==> src/hdl/fbom_pkg.sv <==
package fbom_pkg;

  // command codes as they arrive on the input word
  localparam logic [2:0] CMD_FRAME_DONE = 3'd0;
  localparam logic [2:0] CMD_REQ_ANY    = 3'd1;
  localparam logic [2:0] CMD_REQ_INDEX  = 3'd2;
  localparam logic [2:0] CMD_RELEASE    = 3'd3;
  localparam logic [2:0] CMD_START      = 3'd4;
  localparam logic [2:0] CMD_STOP       = 3'd5;

  // register indexes on the config port
  localparam logic [1:0] REG_BUFFERS_IN_USE   = 2'd0;
  localparam logic [1:0] REG_AUTO_QUEUE_COUNT = 2'd1;
  localparam logic [1:0] REG_KEEP_RELEASED    = 2'd2;

  localparam logic [3:0] RST_BUFFERS_IN_USE   = 4'd8;
  localparam logic [3:0] RST_AUTO_QUEUE_COUNT = 4'd3;
  localparam logic       RST_KEEP_RELEASED    = 1'b1;

  localparam int SCAN_ITEMS_MAX = 8;
  localparam int CMDQ_DEPTH     = 2;

  typedef enum logic [2:0] {
    OP_FRAME_DONE,
    OP_REQ_ANY,
    OP_REQ_INDEX,
    OP_RELEASE,
    OP_START,
    OP_STOP,
    OP_NOP,
    OP_BAD
  } op_e;

  typedef enum logic [1:0] {
    KIND_QUEUE  = 2'd0,
    KIND_NOTIFY = 2'd1,
    KIND_DONE   = 2'd2
  } kind_e;

  typedef enum logic [1:0] {
    STAT_OK        = 2'd0,
    STAT_RETRY     = 2'd1,
    STAT_BAD_INDEX = 2'd2
  } status_e;

  typedef enum logic [1:0] {
    BK_IDLE,
    BK_EXEC,
    BK_SCAN,
    BK_DONE
  } bk_state_e;

  typedef struct packed {
    op_e        op;
    logic [2:0] idx;
  } cmd_item_t;

  typedef struct packed {
    logic [3:0] active;
    logic [3:0] auto_queue_count;
    logic       keep_released;
  } cfg_t;

  typedef struct packed {
    kind_e      kind;
    logic [2:0] out_index;
    logic [3:0] handle;
    status_e    status;
    logic [3:0] queued_now;
    logic       last;
  } res_t;

endpackage

==> src/hdl/frame_buffer_ownership_manager.sv <==
// A command passes the back-end states idle, exec, an optional rescan and done,
//   and waits out result stalls; the rescan visits at most the active buffers.
// The back-end sequencer visits one buffer flag pair per cycle unless a result
//   stall holds it, and takes the next command only after its done word.
// A 2-entry command queue lets the next word be taken while one executes.
// Reset (sync, active high): all buffers unqueued and released, counters 0.
module frame_buffer_ownership_manager #(
  parameter int MAX_BUFFERS = 8
) (
  input  logic        clk,
  input  logic        rst,
  // config port
  input  logic        psel,
  input  logic        penable,
  input  logic        pwrite,
  input  logic [3:0]  paddr,
  input  logic [31:0] pwdata,
  output logic [31:0] prdata,
  output logic        pready,
  // command words
  input  logic        cmd_valid,
  output logic        cmd_ready,
  input  logic [2:0]  command,
  input  logic [2:0]  buffer_index,
  // result words
  output logic        res_valid,
  input  logic        res_ready,
  output logic [1:0]  kind,
  output logic [2:0]  out_index,
  output logic [3:0]  handle,
  output logic [1:0]  status,
  output logic [3:0]  queued_now,
  output logic        last
);

  // clamp for the buffer count register; it is only 4 bits wide
  localparam logic [3:0] ACT_CAP = (MAX_BUFFERS > 15) ? 4'd15 : 4'(MAX_BUFFERS);

  logic [3:0] buffers_in_use;
  logic [3:0] auto_queue_count;
  logic       keep_released;
  logic       cfg_wr;
  logic [1:0] reg_sel;

  fbom_pkg::cfg_t      cfg;
  fbom_pkg::cmd_item_t front_item;
  fbom_pkg::cmd_item_t q_item;
  logic                q_full;
  logic                q_not_empty;
  logic                q_pop;
  fbom_pkg::res_t      res;

  // register file: written on the access phase, read back combinationally
  assign pready  = 1'b1;
  assign reg_sel = paddr[3:2];
  assign cfg_wr  = psel && penable && pwrite && pready;

  always_ff @(posedge clk) begin
    if (rst) begin
      buffers_in_use   <= fbom_pkg::RST_BUFFERS_IN_USE;
      auto_queue_count <= fbom_pkg::RST_AUTO_QUEUE_COUNT;
      keep_released    <= fbom_pkg::RST_KEEP_RELEASED;
    end else if (cfg_wr) begin
      unique case (reg_sel)
        fbom_pkg::REG_BUFFERS_IN_USE:   buffers_in_use   <= pwdata[3:0];
        fbom_pkg::REG_AUTO_QUEUE_COUNT: auto_queue_count <= pwdata[3:0];
        fbom_pkg::REG_KEEP_RELEASED:    keep_released    <= pwdata[0];
        default: ;
      endcase
    end
  end

  always_comb begin
    unique case (reg_sel)
      fbom_pkg::REG_BUFFERS_IN_USE:   prdata = {28'd0, buffers_in_use};
      fbom_pkg::REG_AUTO_QUEUE_COUNT: prdata = {28'd0, auto_queue_count};
      fbom_pkg::REG_KEEP_RELEASED:    prdata = {31'd0, keep_released};
      default:                        prdata = '0;
    endcase
  end

  // effective buffer count: register clamped to what the block holds
  always_comb begin
    cfg.active           = (buffers_in_use > ACT_CAP) ? ACT_CAP : buffers_in_use;
    cfg.auto_queue_count = auto_queue_count;
    cfg.keep_released    = keep_released;
  end

  // front: decode and range-check the command word
  fbom_front u_front (
    .command      (command),
    .buffer_index (buffer_index),
    .active       (cfg.active),
    .item         (front_item)
  );

  assign cmd_ready = !q_full;

  fbom_cmd_fifo u_cmdq (
    .clk       (clk),
    .rst       (rst),
    .push      (cmd_valid && cmd_ready),
    .push_item (front_item),
    .full      (q_full),
    .pop       (q_pop),
    .pop_item  (q_item),
    .not_empty (q_not_empty)
  );

  // back: owns the flags and counters, runs the rescan, drives result words
  fbom_back #(
    .MAX_BUFFERS (MAX_BUFFERS)
  ) u_back (
    .clk        (clk),
    .rst        (rst),
    .cfg        (cfg),
    .item_valid (q_not_empty),
    .item       (q_item),
    .item_pop   (q_pop),
    .res_valid  (res_valid),
    .res_ready  (res_ready),
    .res        (res)
  );

  assign kind       = res.kind;
  assign out_index  = res.out_index;
  assign handle     = res.handle;
  assign status     = res.status;
  assign queued_now = res.queued_now;
  assign last       = res.last;

endmodule

==> src/hdl/fbom_front.sv <==
module fbom_front (
  input  logic               [2:0] command,
  input  logic               [2:0] buffer_index,
  input  logic               [3:0] active,
  output fbom_pkg::cmd_item_t      item
);

  logic indexed;
  logic bad;

  always_comb begin
    indexed = command inside {fbom_pkg::CMD_FRAME_DONE, fbom_pkg::CMD_REQ_INDEX,
                              fbom_pkg::CMD_RELEASE};
    bad = indexed && ({1'b0, buffer_index} >= active);
    item.idx = buffer_index;
    if (bad) begin
      item.op = fbom_pkg::OP_BAD;
    end else begin
      unique case (command)
        fbom_pkg::CMD_FRAME_DONE: item.op = fbom_pkg::OP_FRAME_DONE;
        fbom_pkg::CMD_REQ_ANY:    item.op = fbom_pkg::OP_REQ_ANY;
        fbom_pkg::CMD_REQ_INDEX:  item.op = fbom_pkg::OP_REQ_INDEX;
        fbom_pkg::CMD_RELEASE:    item.op = fbom_pkg::OP_RELEASE;
        fbom_pkg::CMD_START:      item.op = fbom_pkg::OP_START;
        fbom_pkg::CMD_STOP:       item.op = fbom_pkg::OP_STOP;
        default:                  item.op = fbom_pkg::OP_NOP;
      endcase
    end
  end

endmodule

==> src/hdl/fbom_cmd_fifo.sv <==
module fbom_cmd_fifo (
  input  logic                clk,
  input  logic                rst,
  input  logic                push,
  input  fbom_pkg::cmd_item_t push_item,
  output logic                full,
  input  logic                pop,
  output fbom_pkg::cmd_item_t pop_item,
  output logic                not_empty
);

  localparam int PW = (fbom_pkg::CMDQ_DEPTH > 1) ? $clog2(fbom_pkg::CMDQ_DEPTH) : 1;
  localparam int CW = $clog2(fbom_pkg::CMDQ_DEPTH + 1);
  localparam logic [CW-1:0] DEPTH_C = CW'(fbom_pkg::CMDQ_DEPTH);
  localparam logic [PW-1:0] LAST_PTR = PW'(fbom_pkg::CMDQ_DEPTH - 1);

  fbom_pkg::cmd_item_t entries [fbom_pkg::CMDQ_DEPTH];
  logic [PW-1:0] wr_ptr;
  logic [PW-1:0] rd_ptr;
  logic [CW-1:0] count;

  assign full      = (count == DEPTH_C);
  assign not_empty = (count != '0);
  assign pop_item  = entries[rd_ptr];

  always_ff @(posedge clk) begin
    if (push) begin
      entries[wr_ptr] <= push_item;
    end
  end

  always_ff @(posedge clk) begin
    if (rst) begin
      wr_ptr <= '0;
      rd_ptr <= '0;
      count  <= '0;
    end else begin
      if (push) begin
        wr_ptr <= (wr_ptr == LAST_PTR) ? '0 : wr_ptr + 1'b1;
      end
      if (pop) begin
        rd_ptr <= (rd_ptr == LAST_PTR) ? '0 : rd_ptr + 1'b1;
      end
      if (push && !pop) begin
        count <= count + 1'b1;
      end else if (pop && !push) begin
        count <= count - 1'b1;
      end
    end
  end

  a_no_overflow: assert property (@(posedge clk) disable iff (rst) !(push && full))
    else $error("cmd queue push while full");
  a_no_underflow: assert property (@(posedge clk) disable iff (rst) !(pop && !not_empty))
    else $error("cmd queue pop while empty");

endmodule

==> src/hdl/fbom_back.sv <==
module fbom_back #(
  parameter int MAX_BUFFERS = 8
) (
  input  logic                clk,
  input  logic                rst,
  input  fbom_pkg::cfg_t      cfg,
  input  logic                item_valid,
  input  fbom_pkg::cmd_item_t item,
  output logic                item_pop,
  output logic                res_valid,
  input  logic                res_ready,
  output fbom_pkg::res_t      res
);

  localparam int IW  = (MAX_BUFFERS > 1) ? $clog2(MAX_BUFFERS) : 1;
  localparam int SIW = (IW > 4) ? IW : 4;
  localparam logic [3:0] SCAN_CAP = 4'(fbom_pkg::SCAN_ITEMS_MAX);

  fbom_pkg::bk_state_e state, state_next;
  fbom_pkg::op_e       op, op_next;
  logic [2:0]          idx, idx_next;
  logic [MAX_BUFFERS-1:0] queued, queued_next;
  logic [MAX_BUFFERS-1:0] released, released_next;
  logic [3:0]  queue_count, queue_count_next;
  logic [7:0]  pend_in, pend_in_next;
  logic [7:0]  pend_out, pend_out_next;
  logic [3:0]  auto_limit, auto_limit_next;
  logic [SIW-1:0] scan_i, scan_i_next;
  logic [3:0]  scan_cnt, scan_cnt_next;
  logic        res_valid_next;
  fbom_pkg::res_t res_next;

  logic           out_free;
  logic [IW-1:0]  ix;
  logic [IW-1:0]  si;
  logic           claim;
  logic [MAX_BUFFERS-1:0] act_mask;

  assign out_free = !res_valid || res_ready;
  assign ix = IW'(idx);
  assign si = scan_i[IW-1:0];

  always_comb begin
    for (int k = 0; k < MAX_BUFFERS; k++) begin
      act_mask[k] = (k < int'(cfg.active));
    end
  end

  always_ff @(posedge clk) begin
    if (rst) begin
      state       <= fbom_pkg::BK_IDLE;
      queued      <= '0;
      released    <= '1;
      queue_count <= '0;
      pend_in     <= '0;
      pend_out    <= '0;
      auto_limit  <= '0;
      res_valid   <= 1'b0;
    end else begin
      state       <= state_next;
      queued      <= queued_next;
      released    <= released_next;
      queue_count <= queue_count_next;
      pend_in     <= pend_in_next;
      pend_out    <= pend_out_next;
      auto_limit  <= auto_limit_next;
      res_valid   <= res_valid_next;
    end
  end

  always_ff @(posedge clk) begin
    op       <= op_next;
    idx      <= idx_next;
    scan_i   <= scan_i_next;
    scan_cnt <= scan_cnt_next;
    res      <= res_next;
  end

  always_comb begin
    state_next       = state;
    op_next          = op;
    idx_next         = idx;
    queued_next      = queued;
    released_next    = released;
    queue_count_next = queue_count;
    pend_in_next     = pend_in;
    pend_out_next    = pend_out;
    auto_limit_next  = auto_limit;
    scan_i_next      = scan_i;
    scan_cnt_next    = scan_cnt;
    res_valid_next   = res_valid && !res_ready;
    res_next         = res;
    item_pop         = 1'b0;
    claim            = 1'b0;

    unique case (state)
      fbom_pkg::BK_IDLE: begin
        if (item_valid) begin
          item_pop      = 1'b1;
          op_next       = item.op;
          idx_next      = item.idx;
          scan_i_next   = '0;
          scan_cnt_next = '0;
          state_next    = fbom_pkg::BK_EXEC;
        end
      end

      fbom_pkg::BK_EXEC: begin
        unique case (op)
          fbom_pkg::OP_FRAME_DONE: begin
            if (out_free) begin
              claim = (pend_out != '0) && released[ix];
              if (claim) begin
                pend_out_next     = pend_out - 1'b1;
                released_next[ix] = 1'b0;
              end
              if (queue_count != '0) begin
                queue_count_next = queue_count - 1'b1;
              end
              queued_next[ix] = 1'b0;
              if (!released_next[ix]) begin
                res_valid_next      = 1'b1;
                res_next.kind       = fbom_pkg::KIND_NOTIFY;
                res_next.out_index  = idx;
                res_next.handle     = {1'b0, idx} + 4'd1;
                res_next.status     = fbom_pkg::STAT_OK;
                res_next.queued_now = queue_count_next;
                res_next.last       = 1'b0;
              end
              state_next = fbom_pkg::BK_SCAN;
            end
          end
          fbom_pkg::OP_REQ_ANY: begin
            if (pend_in != 8'hff) begin
              pend_in_next = pend_in + 1'b1;
            end
            if (pend_out != 8'hff) begin
              pend_out_next = pend_out + 1'b1;
            end
            state_next = fbom_pkg::BK_SCAN;
          end
          fbom_pkg::OP_REQ_INDEX: begin
            if (out_free) begin
              if (!queued[ix]) begin
                queued_next[ix] = 1'b1;
                if (queue_count != 4'hf) begin
                  queue_count_next = queue_count + 1'b1;
                end
                res_valid_next      = 1'b1;
                res_next.kind       = fbom_pkg::KIND_QUEUE;
                res_next.out_index  = idx;
                res_next.handle     = '0;
                res_next.status     = fbom_pkg::STAT_OK;
                res_next.queued_now = queue_count_next;
                res_next.last       = 1'b0;
              end
              released_next[ix] = 1'b0;
              state_next = fbom_pkg::BK_DONE;
            end
          end
          fbom_pkg::OP_RELEASE: begin
            released_next[ix] = 1'b1;
            state_next = fbom_pkg::BK_SCAN;
          end
          fbom_pkg::OP_START: begin
            auto_limit_next = cfg.auto_queue_count;
            state_next = fbom_pkg::BK_SCAN;
          end
          fbom_pkg::OP_STOP: begin
            auto_limit_next  = '0;
            queue_count_next = '0;
            pend_out_next    = '0;
            queued_next      = queued & ~act_mask;
            released_next    = released | (queued & act_mask);
            state_next = fbom_pkg::BK_DONE;
          end
          default: begin
            state_next = fbom_pkg::BK_DONE;
          end
        endcase
      end

      fbom_pkg::BK_SCAN: begin
        // one buffer per cycle unless the result port stalls; stops at active count, eight queue words or no work
        if (scan_i >= SIW'(cfg.active) || scan_cnt == SCAN_CAP) begin
          state_next = fbom_pkg::BK_DONE;
        end else if (pend_in == '0 && !(queue_count < auto_limit)) begin
          state_next = fbom_pkg::BK_DONE;
        end else if (!queued[si] && released[si]) begin
          if (out_free) begin
            queued_next[si]   = 1'b1;
            released_next[si] = released[si] && cfg.keep_released;
            if (queue_count != 4'hf) begin
              queue_count_next = queue_count + 1'b1;
            end
            if (pend_in != '0) begin
              pend_in_next = pend_in - 1'b1;
            end
            scan_cnt_next       = scan_cnt + 1'b1;
            scan_i_next         = scan_i + 1'b1;
            res_valid_next      = 1'b1;
            res_next.kind       = fbom_pkg::KIND_QUEUE;
            res_next.out_index  = 3'(scan_i);
            res_next.handle     = '0;
            res_next.status     = fbom_pkg::STAT_OK;
            res_next.queued_now = queue_count_next;
            res_next.last       = 1'b0;
          end
        end else begin
          scan_i_next = scan_i + 1'b1;
        end
      end

      fbom_pkg::BK_DONE: begin
        if (out_free) begin
          res_valid_next      = 1'b1;
          res_next.kind       = fbom_pkg::KIND_DONE;
          res_next.out_index  = '0;
          res_next.handle     = '0;
          res_next.queued_now = queue_count;
          res_next.last       = 1'b1;
          if (op == fbom_pkg::OP_BAD) begin
            res_next.status = fbom_pkg::STAT_BAD_INDEX;
          end else if (op == fbom_pkg::OP_REQ_ANY && scan_cnt == '0) begin
            res_next.status = fbom_pkg::STAT_RETRY;
          end else begin
            res_next.status = fbom_pkg::STAT_OK;
          end
          state_next = fbom_pkg::BK_IDLE;
        end
      end

      default: begin
        state_next = fbom_pkg::BK_IDLE;
      end
    endcase
  end

  a_done_emits: assert property (@(posedge clk) disable iff (rst)
    (state == fbom_pkg::BK_DONE && out_free) |=> (res_valid && res.last))
    else $error("completion word not issued");
  a_scan_cap: assert property (@(posedge clk) disable iff (rst)
    (state == fbom_pkg::BK_SCAN) |-> (scan_cnt <= SCAN_CAP))
    else $error("scan issued too many queue words");
  a_notify_handle: assert property (@(posedge clk) disable iff (rst)
    (res_valid && res.kind == fbom_pkg::KIND_NOTIFY) |->
      (res.handle == {1'b0, res.out_index} + 4'd1 && !res.last))
    else $error("notify word handle mismatch");

endmodule
==> config.mk <==
export PLATFORM = sky130hd
export DESIGN_NAME = frame_buffer_ownership_manager
export DESIGN_NICKNAME = d
export VERILOG_FILES = /design/src/hdl/fbom_pkg.sv /design/src/hdl/frame_buffer_ownership_manager.sv /design/src/hdl/fbom_front.sv /design/src/hdl/fbom_cmd_fifo.sv /design/src/hdl/fbom_back.sv
export SDC_FILE = /design/constraint.sdc
export NUM_CORES = 1
export LEC_CHECK = 0
export BUFFER_PORTS_ARGS = -buffer_cell sky130_fd_sc_hd__buf_2
export CAP_MARGIN = 20
export CELL_PAD_IN_SITES_DETAIL_PLACEMENT = 1
export CELL_PAD_IN_SITES_GLOBAL_PLACEMENT = 1
export CORE_UTILIZATION = 47
export DETAILED_ROUTE_END_ITERATION = 8
export PLACE_DENSITY_LB_ADDON = 0.1
export SLEW_MARGIN = 25
export SYNTH_ARGS = -nofsm -noshare
export SYNTH_HDL_FRONTEND = slang
export SYNTH_SLANG_ARGS = --single-unit
==> constraint.sdc <==
create_clock -name clk -period 8 [get_ports clk]
set_clock_uncertainty 0.1 [all_clocks]
set_input_delay 1.6 -clock clk [delete_from_list [all_inputs] [get_ports clk]]
set_output_delay 1.6 -clock clk [all_outputs]
set_load 0.05 [all_outputs]
==> metrics, run 1 <==
root buffer cell=clkbuf_16; Primary FF master, synth=dfxtp_1; total via count in the routed design=5,560; number of global-route vias before repair=5,716; Cell Area, Synth=6490 um2; sequential cell area=2350 um2; leakage power=2.63 nW; Antenna Cells=0; antenna violations before repair=0; number of DRC violations after detailed routing=0; synth top area cells=edfxtp_1 19%, dfxtp_1 17%, ha_1 6.4%; Simple-Gate Fraction of Synth Area=19.1%; worst-margin pin slew=945 ps; DRT Wirelength=18,400 um; initial standard-cell utilization of the core=48.6%; area growth from synthesis to final layout=7.09%; Max FO, Critical Path=9; kind of end point of the critical path=output pin; fin worst setup slack=3950 ps; Worst-path clk slew=70 ps; FF-to-FF path depth=10; final hold violations=0; count of max-cap constraint violations=0; required arrival time at the worst endpoint=6300 ps; post_cts resized=0; depth of the worst hold-timing path=2; number of vias per cell=6.00; RSZ-0062 raised after global routing=no; fraction of synthesized area in multiplexers=6.52%; Switching Power=1.41 mW; CTS Buf Count=9; initial detailed-routing violation count=418; highest clock rate=0.247 GHz; dpl hpwl=12,800 um; last weighted congestion value of the routability-driven placer=0.839; Wirelength per Cell=19.8 um; share of synthesized registers carrying an async set or reset=0%; first-pass detailed-route iteration total=5; final core occ=52.1%; xor and xnor area share after synthesis=3.10%; proportion of power drawn by combinational gates=52.0%; Filler cells=1,606; type of the setup path with the least slack=input port to output pin; relative max-transition margin=36.9%; Post-Synth Adder-Cell Area=6.98%; post-route total power=2.93 mW; status=complete, no violations; hold buffer count at CTS=0; share of the synthesized area in compound gates (AO/OA/AOI/OAI)=20.0%; final period utilization=50.7%; io pins=100; number of buffers between clock root and the deepest sink=2; cell taking the most area after synthesis=edfxtp_1; height of the chip=120 um; final setup vio count=0; share of total power in the clock network=16.7%; largest net degree at the start of global routing=52; sort of element at the start of the critical path=input port; deepest level of the CTS H-tree=3; fraction of synthesized cell area taken by the top area cell type=19.0%; clock sink count=97; Seq/Total Area, Yosys=36.2%; Post-Synthesis Mean Instance Area=8.79 um2; overall die width=120 um; gr ovfl total=0; internal portion of total power=1.51 mW; #FFs+latches synth=97; Fin Setup TNS=0 ps; fin. max-slew vios=0; number of port buffers=40; DRT antenna net count=0; setup bufs post-CTS=0; # nets final=830; switch share=48.3%; Cells after Synth=738; count of warnings emitted by yosys=0; main combinational cell family by area after synthesis=compound AO/OA/AOI/OAI gates; final critical delay including setup and external delays=4050 ps; first-pass GRT wire length=29,800 um; placement row count=42; EDFF count, synth=41; Worst Setup Slack post-DPL=3960 ps; proportion of layout cells with a drive suffix above 1=11.9%; total die area=14,300 um2; GRT Util Overall=26.8%; placeable core area=13,300 um2; power density cells=421 nW/um2; classification of the worst-slack hold path=flop to flop; data arrival at the endpoint of the critical path=2350 ps; total area of multi-input combinational cells=3740 um2; CTS tree=built; worst voltage drop across the vdd grid=0.171 mV; proportion of power drawn by flip-flops and latches=31.2%; number of library cell types mapped by synthesis=72; Clock Latency Late Sink=360 ps
==> worst paths after layout <==
path	start	end	slack, ps
hold / removal	auto_queue_count[1]$_SDFFE_PP1P_	auto_queue_count[1]$_SDFFE_PP1P_	410
setup / recovery	paddr[3]	prdata[0]	3950
hold reg to reg	auto_queue_count[1]$_SDFFE_PP1P_	auto_queue_count[1]$_SDFFE_PP1P_	410
setup reg to reg	buffers_in_use[3]$_SDFFE_PP1P_	u_back.released[5]$_SDFFE_PP1P_	4430
==> stage by stage <==
| stage | hold slack, ps | cell area [um2] | instances |
|---|---|---|---|
| final | 406 | 6950 | 927 |
| after global routing | 429 | 6950 | 927 |
| after CTS | 411 | 6950 | 927 |
| after detailed placement | 391 | 6620 | 911 |
| after global placement | 367 | 6620 | 911 |
| after floorplan | 348 | 6590 | 765 |
==> power by group through the flow <==
stage | logic [mW] | clock network, mW | registers [mW]
2_1_floorplan | 1.11 | 0 | 0.953
3_3_place_gp | 1.44 | 0 | 0.908
3_5_place_dp | 1.50 | 0 | 0.920
4_1_cts | 1.52 | 0.495 | 0.911
5_1_grt | 1.65 | 0.511 | 0.939
6_report | 1.52 | 0.489 | 0.914
==> critical path, cell delays in order <==
cell,delay [ps]
buf_2,150
mux2i_1,130
o21ai_0,170
buf_2,300
==> layer usage <==
layer | wire [um] | vias to the layer above | GRT usage (%)
li1 | - | 2627 | -
met1 | 8160 | 2740 | 34.1
met2 | 8870 | 160 | 44.3
met3 | 843 | 33 | 4.04
met4 | 518 | 0 | 13.0
met5 | 0 | - | 0
==> cells in the final DEF, fill, tap and decap left out, drive strengths merged, types with 18 or more instances in the layout <==
| cell | Yosys | routed |
|---|---|---|
| buf | 39 | 44 |
| a21oi | 57 | 57 |
| mux2i | 22 | 22 |
| inv | 22 | 25 |
| o21ai | 45 | 45 |
| edfxtp | 41 | 41 |
| nand2 | 75 | 75 |
| conb | 2 | 29 |
| nor2 | 69 | 69 |
| dfxtp | 56 | 56 |
| nor2b | 18 | 18 |
| ha | 33 | 33 |
| nand3 | 24 | 24 |
==> cell families after synthesis <==
kind of cell	after synthesis
buffers and inverters	97
flip-flops	97
adder cells (fa/ha/maj)	35
AO/OA/AOI/OAI	194
multiplexers	36
other	2
XOR/XNOR	23
AND/OR/NAND/NOR	254
==> final cells by class <==
| cell class | count | area share [%] |
|---|---|---|
| well taps | 176 | 3.17 |
| clock buffers | 9 | 3.24 |
| flip-flops and latches | 97 | 33.8 |
| multi-input cells | 571 | 53.8 |
| repair buffers | 44 | 3.31 |
| inverters | 23 | 1.24 |
| clock inverters | 7 | 1.42 |
==> state kept, by name, indices dropped and copies added, names as in the netlist <==
signal              cells
u_back.queue_count      4
u_back.res             15
u_back.res_valid        1
keep_released           1
u_cmdq.count            2
buffers_in_use          4
u_back.auto_limit       4
u_back.queued           8
u_back.pend_out         8
u_back.released         8
u_cmdq.entries         12
u_back.op               3
u_cmdq.rd_ptr           1
u_back.pend_in          8
u_cmdq.wr_ptr           1
u_back.idx              3
u_back.scan_i           4
u_back.state            2
auto_queue_count        4
u_back.scan_cnt         4
==> Yosys cell counts, types with 10 or more instances <==
cell       n
nand2_1   75
nor2_1    69
dfxtp_1   56
a21oi_1   53
o21ai_0   42
edfxtp_1  41
clkbuf_1  35
ha_1      33
buf_4     31
nand3_1   24
inv_1     22
mux2i_1   22
nor2b_1   17
a211oi_1  12
xnor2_1   12
nand2b_1  11
nor3_1    11
xor2_1    11
o22ai_1   10
No activity file was read; power rests on OpenSTA's default activity.
==> run 2: changes to the inputs <==
Settings changed: CORE_UTILIZATION 47 to 44.
Clock period 8 ns to 4.25 ns, I/O delays scaled along.
==> metrics, run 2 (same netlist as run 1, synthesis figures left out) <==
final critical delay including setup and external delays=3460 ps; placement row count=44 (+4.8%); switch share=48.7% (+0.38 points); placeable core area=14,500 um2 (+8.5%); fin worst setup slack=786 ps (-3160 ps); post-placement cell count=927 (+1.8%); CTS Buf Count=9 (unchanged); Filler cells=1,719 (+7.0%); classification of the worst-slack hold path=flop to flop; fin. max-slew vios=0 (unchanged); largest reg by FF count=u_back.res; critical path capture point=u_back.released[1]$_SDFFE_PP1P_; gr ovfl total=0 (unchanged); deepest level of the CTS H-tree=3 (unchanged); initial detailed-routing violation count=351 (-16%); final period utilization=81.5%; largest net degree at the start of global routing=51 (-1.9%); number of buffers between clock root and the deepest sink=2 (unchanged); final core occ=48.2% (-3.9 points); GRT Util Overall=25.4% (-1.4 points); Max FO, Critical Path=12 (+3); Antenna Cells=0 (unchanged); FF-to-FF Start=u_back.scan_i[0]$_SDFFCE_PN0P_; FF-to-FF path depth=9 (-1); highest clock rate=0.289 GHz; proportion of layout cells with a drive suffix above 1=12.5% (+0.67 points); sort of element at the start of the critical path=flop; proportion of power drawn by combinational gates=53.5% (+1.5 points); Clock Latency Late Sink=360 ps (about the same); Wirelength per Cell=19.5 um (-1.7%); post-route worst hold slack=408 ps (+2.90 ps); RSZ-0062 raised after global routing=no; required arrival time at the worst endpoint=4400 ps (-1900 ps); largest registers in the final layout=u_back.res (15), u_cmdq.entries (12); height of the chip=123 um (+3.3%); Worst Setup Slack post-DPL=859 ps (-3100 ps); post-route total power=5.40 mW (+85%); Setup crit start=u_back.scan_i[0]$_SDFFCE_PN0P_; kind of end point of the critical path=flop; type of the setup path with the least slack=flop to flop; Fin Setup TNS=0 ps (unchanged); post_cts resized=0 (unchanged); share of total power in the clock network=15.3% (-1.4 points); most used cells in the layout excluding fill and tap cells=75 x nand2_1, 69 x nor2_1, 56 x dfxtp_1; overall die width=123 um (+3.3%); setup bufs post-CTS=0 (unchanged); final setup vio count=0 (unchanged); number of vias per cell=5.93 (-1.2%); Worst-path clk slew=80 ps (about the same); first-pass GRT wire length=29,400 um (-1.3%); Finished Cell Area=6980 um2 (+0.43%); power density cells=774 nW/um2 (+84%); status=complete, no violations; relative max-transition margin=40.6% (+3.8 points); antenna violations before repair=0 (unchanged); DRT Wirelength=18,400 um (about the same); number of port buffers=40 (unchanged); CTS tree=built; data arrival at the endpoint of the critical path=3620 ps (+1270 ps); Cell Count, Final, Fillers Out=943 (+1.7%); worst-margin pin slew=890 ps (-54.4 ps); initial standard-cell utilization of the core=44.8% (-3.8 points); DRT antenna net count=0 (unchanged); RR Endpoint=u_back.released[1]$_SDFFE_PP1P_; final hold violations=0 (unchanged); proportion of power drawn by flip-flops and latches=31.2% (about the same); placement-stage cell area=6690 um2 (+0.98%); # nets final=838 (+0.96%); hold buffer count at CTS=0 (unchanged); clock sink count=97 (unchanged); total via count in the routed design=5,589 (+0.52%); first-pass detailed-route iteration total=4 (-1); internal portion of total power=2.77 mW (+83%); number of global-route vias before repair=5,610 (-1.9%); dpl hpwl=13,300 um (+3.3%); io pins=100 (unchanged); number of DRC violations after detailed routing=0 (unchanged); root buffer cell=clkbuf_16; Switching Power=2.63 mW (+86%); worst voltage drop across the vdd grid=0.271 mV (+59%); area growth from synthesis to final layout=7.56%; leakage power=2.66 nW (+0.80%); total die area=15,200 um2 (+6.7%); number of flip-flops under the largest register name=15 (unchanged); most common cell after layout, fill and taps aside=nand2_1; count of max-cap constraint violations=0 (unchanged); last weighted congestion value of the routability-driven placer=0.848 (+1.1%); minimum setup slack among reg-to-reg paths=790 ps (-3640 ps)
## run 2: changes by cell type in the layout (fill, tap and decap cells not counted), sizes merged
cell    previous run  this run
buf               44        52
bufinv             2         0
clkbuf             9        10
clkinv             2         1
inv               25        27
## run 2: worst min path at each step
stage                                      startpoint                                end  cells past startpoint
finish              u_back.auto_limit[0]$_SDFFE_PP0P_  u_back.auto_limit[0]$_SDFFE_PP0P_                      2
global route        u_back.auto_limit[1]$_SDFFE_PP0P_  u_back.auto_limit[1]$_SDFFE_PP0P_                      2
CTS                 u_back.auto_limit[0]$_SDFFE_PP0P_  u_back.auto_limit[0]$_SDFFE_PP0P_                      2
detailed placement  u_back.auto_limit[1]$_SDFFE_PP0P_  u_back.auto_limit[1]$_SDFFE_PP0P_                      2
global placement    u_back.auto_limit[3]$_SDFFE_PP0P_  u_back.auto_limit[3]$_SDFFE_PP0P_                      2
floorplan           u_back.auto_limit[0]$_SDFFE_PP0P_  u_back.auto_limit[0]$_SDFFE_PP0P_                      2
## run 2: routing by layer
metal  vias up  global-route usage [%]  part of all wire (%)
met4         0                    9.11                   1.9
li1       2650                       -                     -
met3        24                    3.60                   5.1
met5         -                       0                     0
met1      2766                    32.5                    44
met2       149                    43.4                    49
## run 2: area by class of cell
type	instances	area (um2)	share of cell area (%)
repair buffers	52	290	4.16
inverters	23	86.3	1.24
well taps	184	230	3.30
multi-input cells	571	3730	53.4
flip-flops and latches	97	2350	33.7
clock buffers	10	239	3.42
clock inverters	6	53.8	0.771
## run 2: worst max-delay path: stages (launching register included)
cell,delay [ps]
edfxtp_1,660
inv_1,300
ha_1,360
nor2b_1,120
o21ai_0,220
a221oi_4,450
nand4_4,220
a21oi_4,420
a21boi_0,170
a311o_1,340
## run 2: power by group through the flow
stage          registers, mW  clock network [mW]  logic, mW
2_1_floorplan           1.79                   0       2.08
3_3_place_gp            1.68                   0       2.77
3_5_place_dp            1.70                   0       2.88
4_1_cts                 1.69               0.840       2.89
5_1_grt                 1.73               0.881       3.17
6_report                1.69               0.827       2.89
